### src/positional_sequence_store_defines.svh
// Assertion macros used by the positional sequence store datapath.
// No dependencies; include with the bare file name.
`ifndef POSITIONAL_SEQUENCE_STORE_DEFINES_SVH
`define POSITIONAL_SEQUENCE_STORE_DEFINES_SVH

`ifndef ASSERT_OFF
// Property must hold at every rising clock edge outside reset.
`define PSS_ASSERT(lbl, clk, rst, prop) \
  lbl: assert property (@(posedge clk) disable iff (rst) (prop)) \
    else $error("pss assertion failed");
// Expression must never be true outside reset.
`define PSS_NEVER(lbl, clk, rst, expr) \
  lbl: assert property (@(posedge clk) disable iff (rst) !(expr)) \
    else $error("pss forbidden condition");
`else
`define PSS_ASSERT(lbl, clk, rst, prop)
`define PSS_NEVER(lbl, clk, rst, expr)
`endif

`endif

### src/pss_pkg.sv
// Shared types and constants of the positional sequence store.
// No dependencies.
package pss_pkg;

  localparam int OP_W   = 2;
  localparam int POS_W  = 7;
  localparam int VAL_W  = 64;
  localparam int STAT_W = 2;

  typedef enum logic [OP_W-1:0] {
    OP_INSERT = 2'd0,
    OP_REMOVE = 2'd1,
    OP_DUMP   = 2'd2,
    OP_NONE   = 2'd3
  } op_t;

  typedef enum logic [STAT_W-1:0] {
    STAT_OK    = 2'd0,
    STAT_FULL  = 2'd1,
    STAT_RANGE = 2'd2
  } stat_t;

  typedef enum logic {
    S_IDLE = 1'b0,
    S_DUMP = 1'b1
  } state_t;

  // Commands from the controller to the datapath.
  typedef struct packed {
    logic  load_status;
    stat_t stat;
    logic  do_insert;
    logic  do_remove;
    logic  dump_start;
    logic  do_rotate;
    logic  out_pop;
  } cmd_t;

  // Status from the datapath to the controller.
  typedef struct packed {
    logic full;
    logic rm_bad;
    logic empty;
    logic dump_last;
    logic out_valid;
  } sts_t;

endpackage

### src/pss_ctrl.sv
// Controller of the positional sequence store: request handshake and dump sequencing.
// Depends on pss_pkg.
module pss_ctrl
  import pss_pkg::*;
(
  input  logic            clk,
  input  logic            rst,
  input  logic            in_valid,
  output logic            in_stall,
  input  logic [OP_W-1:0] opcode,
  input  logic            out_stall,
  input  sts_t            sts,
  output cmd_t            cmd
);

  state_t state, state_next;
  logic   slot_free;
  logic   accept;

  assign slot_free = !sts.out_valid || !out_stall;

  always_ff @(posedge clk) begin
    if (rst) begin
      state <= S_IDLE;
    end else begin
      state <= state_next;
    end
  end

  always_comb begin
    state_next    = state;
    cmd           = '0;
    cmd.stat      = STAT_OK;
    cmd.out_pop   = sts.out_valid && !out_stall;
    in_stall      = 1'b1;
    accept        = 1'b0;
    unique case (state)
      S_IDLE: begin
        in_stall = !slot_free;
        accept   = in_valid && slot_free;
        if (accept) begin
          unique case (op_t'(opcode))
            OP_INSERT: begin
              cmd.load_status = 1'b1;
              if (sts.full) begin
                cmd.stat = STAT_FULL;
              end else begin
                cmd.do_insert = 1'b1;
              end
            end
            OP_REMOVE: begin
              cmd.load_status = 1'b1;
              if (sts.rm_bad) begin
                cmd.stat = STAT_RANGE;
              end else begin
                cmd.do_remove = 1'b1;
              end
            end
            OP_DUMP: begin
              if (sts.empty) begin
                cmd.load_status = 1'b1;
              end else begin
                cmd.dump_start = 1'b1;
                state_next     = S_DUMP;
              end
            end
            OP_NONE: begin
              // drop the request, no result
            end
          endcase
        end
      end
      S_DUMP: begin
        if (slot_free) begin
          cmd.do_rotate = 1'b1;
          if (sts.dump_last) begin
            state_next = S_IDLE;
          end
        end
      end
    endcase
  end

endmodule

### config.mk
export PLATFORM = sky130hd
export DESIGN_NAME = pss_ctrl
export DESIGN_NICKNAME = d
export VERILOG_FILES = /design/src/positional_sequence_store_defines.svh /design/src/pss_pkg.sv /design/src/pss_ctrl.sv
export SDC_FILE = /design/constraint.sdc
export NUM_CORES = 1
export LEC_CHECK = 0
export CAP_MARGIN = 25
export CORE_AREA = 2 2 39 41
export CTS_CLUSTER_DIAMETER = 200
export DETAILED_ROUTE_END_ITERATION = 10
export DIE_AREA = 0 0 41 43
export DONT_BUFFER_PORTS = 1
export GPL_TIMING_DRIVEN = 0
export PLACE_DENSITY = 0.3
export SLEW_MARGIN = 20
export SYNTH_ARGS = -nofsm -noshare
export SYNTH_HDL_FRONTEND = slang
export SYNTH_SLANG_ARGS = --single-unit
### constraint.sdc
create_clock -name clk -period 2.02 [get_ports clk]
set_clock_uncertainty 0.15 [all_clocks]
set_input_delay 0.202 -clock clk [delete_from_list [all_inputs] [get_ports clk]]
set_output_delay 0.202 -clock clk [all_outputs]
set_load 0.02 [all_outputs]
# ---- Yosys cells after proc, flatten, opt, wreduce, memory -nomap -nowiden
# Index checks and enable logic that the tools add are counted.
dict set report totals {
  reg_bits 1
  in_bits 11
  output_inout_bits 9
  word_cells 32
}
dict set report classes {
  eq_ne 2
  muxes 20
  bitwise 1
  reduce_logical 8
}
# operator n
set op_table {}
lappend op_table {{1-bit 2-to-1 mux} 14}
lappend op_table {{6-bit 2-to-1 mux} 2}
lappend op_table {{1-bit case mux with 2 select lines} 2}
lappend op_table {{2-bit case mux with 2 select lines} 1}
lappend op_table {{1-bit zero test} 3}
lappend op_table {{2-bit by 1-bit equality test with 1-bit output, second input constant} 1}
lappend op_table {{2-bit equality test, second input constant} 1}
lappend op_table {{1-bit logical AND} 2}
lappend op_table {{2-bit zero test} 1}
lappend op_table {{2-bit 2-to-1 mux} 1}
lappend op_table {{2-bit OR reduction} 1}
lappend op_table {{1-bit logical OR} 1}
lappend op_table {{1-bit inverter} 1}

# ---- Longest topological paths before layout
dict set report depth {
  word_depth 5
  ltp_mapped 3
  depth_no_buf 3
}

# ---- Least setup slack after synthesis
# No wires, ideal clock.
dict set report synth_path {
  path_type {reg-to-output}
  startpoint {register state}
  endpoint {output port cmd[5] (netlist name)}
  arrival_time_ns 1.367
  slack_ns 0.301
  stages_incl_launch_ff 4
  path_buffers 0
  cell_sequence {dfxtp_1 a21oi_1 nand2_1 nor4b_1}
}
# item line
set synth_lines {}
lappend synth_lines {{from (decl)} pss_ctrl.sv:16} ;# state_t state, state_next;
lappend synth_lines {{from (signal assigned)} pss_ctrl.sv:26} ;# state <= state_next;
lappend synth_lines {{to (decl)} pss_ctrl.sv:13} ;# output cmd_t cmd

==> insert_results.sql <==
INSERT INTO impl_metrics (metric_group, metric, value, unit) VALUES
('power_and_ir_drop', 'power_density', '284.5', 'mW/mm^2'),
('cells_and_area', 'fin_cells', '34', ''),
('clock_network', 'clk_pin_slew_worst_paths', '0', 'ns'),
('cells_and_area', 'final_nets', '31', ''),
('setup_path', 'type_of_destination_of_the_critical_path', 'primary output', ''),
('timing', 'hold_viol_final', '0', ''),
('logic_synthesis', 'synth.top_cells.by_area', 'sky130_fd_sc_hd__nor4b_1, sky130_fd_sc_hd__dfxtp_1, sky130_fd_sc_hd__a21oi_1', ''),
('setup_path', 'worstPathArrival', '1.47', 'ns'),
('clock_network', 'worstSkewPairLatency', '0', 'ns'),
('cells_and_area', 'layout.cells.most_common_list', 'sky130_fd_sc_hd__a21oi_1, sky130_fd_sc_hd__nor4b_1, sky130_fd_sc_hd__inv_1', ''),
('setup_path', 'critical_path_peak_fanout', '7', ''),
('detailed_routing', 'wl_met3', '82', 'um'),
('detailed_routing', 'wl_met2', '137', 'um'),
('timing', 'final.setup.tns', '0', 'ns'),
('logic_synthesis', 'mappedNetlistArea', '128.9', 'sq um'),
('detailed_routing', 'wl_met1', '146', 'um'),
('floorplan', 'fp.dieArea', '0.001763', 'sq mm'),
('cells_and_area', 'antenna_cells', '0', ''),
('floorplan', 'die_y', '43', 'um'),
('placed_design', 'io_buffers', '0', ''),
('timing', 'timing.slew.headroom', '0.3584', ''),
('global_route', 'grt_pass1_wl', '455', 'um'),
('global_route', 'largest_net_degree_at_the_start_of_global_routing', '8', ''),
('setup_path', 'timing.critical_path.depth', '3', ''),
('setup_path', 'reg2regPathDepth', '3', ''),
('timing', 'max_slew.worst_pin.slew', '0.9490', 'ns'),
('floorplan', 'boundaryPins', '20', ''),
('global_route', 'antenna_violations_before_repair', '0', ''),
('power_and_ir_drop', 'vdd_ir_drop_max', '0.04704', 'mV'),
('setup_path', 'worstPathBufferInverterCount', '0', ''),
('floorplan', 'initial_utilization', '0.09313', ''),
('floorplan', 'chipWidth', '41', 'um'),
('placed_design', 'numPlacedInstances', '34', ''),
('logic_synthesis', 'syn-instance-count', '18', ''),
('setup_path', 'timing.critical_path.slowest_stage_cell', 'sky130_fd_sc_hd__nor4b_1', ''),
('logic_synthesis', 'synth-warning-count', '0', ''),
('global_route', 'grt_remaining_overflow', '0', ''),
('cells_and_area', 'largestRegisters', 'state x1', ''),
('clock_network', 'postCtsSetupBuffers', '0', ''),
('logic_synthesis', 'synth_top_area_frac', '0.2039', ''),
('run_status', 'run_status', 'finished clean', ''),
('logic_synthesis', 'synth.largest_area_cell', 'sky130_fd_sc_hd__nor4b_1', ''),
('detailed_routing', 'final_antenna_net_count', '0', ''),
('detailed_routing', 'drt-vias-per-instance', '4.500', ''),
('power_and_ir_drop', 'design_power_total', '0.04235', 'mW'),
('setup_path', 'timing.critical_path.required', '1.67', 'ns'),
('logic_synthesis', 'synth.ff_latch_count', '1', ''),
('cells_and_area', 'regMostFlops', 'state', ''),
('setup_path', 'critical-path-max-stage-delay', '0.83', 'ns'),
('min_path', 'min_path_type', 'primary input to register', ''),
('detailed_routing', 'via_count', '153', ''),
('setup_path', 'cp_top_family', 'simple AND/OR/NAND/NOR gates', ''),
('setup_path', 'setup.worst_path.start_class', 'register', ''),
('logic_synthesis', 'syn-num-nets', '29', ''),
('timing', 'rsz_0062_raised_after_global_routing', 'false', ''),
('clock_network', 'cts_hold_repair.buffers', '0', ''),
('placed_design', 'gp_congestion', '0.6194', ''),
('global_route', 'grt_use_total', '0.03596', ''),
('setup_path', 'path_class', 'register to primary output', ''),
('setup_path', 'worstPathCellList', 'a21oi_1, nand2_1, nor4b_1', ''),
('floorplan', 'std_cell_rows', '14', ''),
('cells_and_area', 'largest_register_ffs', '1', ''),
('cells_and_area', 'drive_above_1_share', '0', ''),
('timing', 'finalSetupViolCount', '0', ''),
('detailed_routing', 'wl_per_cell', '10.76', 'um'),
('logic_synthesis', 'post_synth_num_cell_types', '13', ''),
('power_and_ir_drop', 'total_leakage_power', '0.04059', 'nW'),
('floorplan', 'core_region_area', '0.001384', 'sq mm'),
('detailed_routing', 'uppermost_layer_routed', 'met3', ''),
('timing', 'minimum_clock_period_after_layout', '1.827', 'ns'),
('detailed_routing', 'remaining_drc_errors', '0', '');
## logic make-up (layout without fill, tap and decap cells)
group | after synthesis | after routing | synth area share
AND/OR/NAND/NOR | 10 | 10 | 0.5438
flip-flops | 1 | 1 | 0.1553
AO/OA/AOI/OAI | 5 | 5 | 0.2427
buffers and inverters | 2 | 2 | 0.05827
## layout make-up
class	instances	area (sq um)
Tap cell	16	20.02
Inverter	2	7.507
Fill cell	165	1235
Multi-Input combinational cell	15	101.3
Sequential cell	1	20.02
## metal layers
layer  GRT usage  vias to the layer above
met4           0                        0
met5           0                        -
li1            -                       71
met1     0.03481                       62
met3           0                        0
met2     0.07813                       20
## cell usage after synthesis
cell	instances
sky130_fd_sc_hd__a21oi_1	3
sky130_fd_sc_hd__inv_1	2
sky130_fd_sc_hd__nor2b_1	1
sky130_fd_sc_hd__o32ai_1	1
sky130_fd_sc_hd__dfxtp_1	1
sky130_fd_sc_hd__nor4_1	1
sky130_fd_sc_hd__nand2b_1	1
sky130_fd_sc_hd__nand3b_1	1
sky130_fd_sc_hd__or4b_1	1
sky130_fd_sc_hd__nand2_1	1
sky130_fd_sc_hd__nor4b_1	3
sky130_fd_sc_hd__a21boi_0	1
sky130_fd_sc_hd__nor2_1	1
## worst paths after layout
kind / slack, ns / endpoint / from
worst max register to register: 0.99 / state$_SDFF_PP0_ / state$_SDFF_PP0_
worst min register to register: 0.35 / state$_SDFF_PP0_ / state$_SDFF_PP0_
worst max-delay path: 0.19 / cmd[5] / state$_SDFF_PP0_
worst min-delay path: 0.18 / state$_SDFF_PP0_ / rst
## worst reg2reg max path: stages (launching register included)
cell and delay, ns:
sky130_fd_sc_hd__dfxtp_1 0.29, sky130_fd_sc_hd__a21oi_1 0.16, sky130_fd_sc_hd__nand2_1 0.19, sky130_fd_sc_hd__o32ai_1 0.15
## where the power goes
part / internal, mW / leakage, nW / switching [mW]
clock: 0 / 0 / 0
combinational: 0.00628 / 0.0325 / 0.0152
sequential: 0.0206 / 0.00810 / 0.000220
total: 0.0269 / 0.0406 / 0.0154
## per-stage QoR
stage	hold WS (ns)	utilization	setup WS [ns]
after floorplan	0.1685	-	0.3008
after global placement	0.1729	0.1076	0.2097
after global routing	0.1911	0.1076	0.1179
final	0.1764	0.1076	0.1930
after CTS	0.1777	0.1076	0.1729
after detailed placement	0.1777	0.1076	0.1765
(Power assumes the default switching activity.)
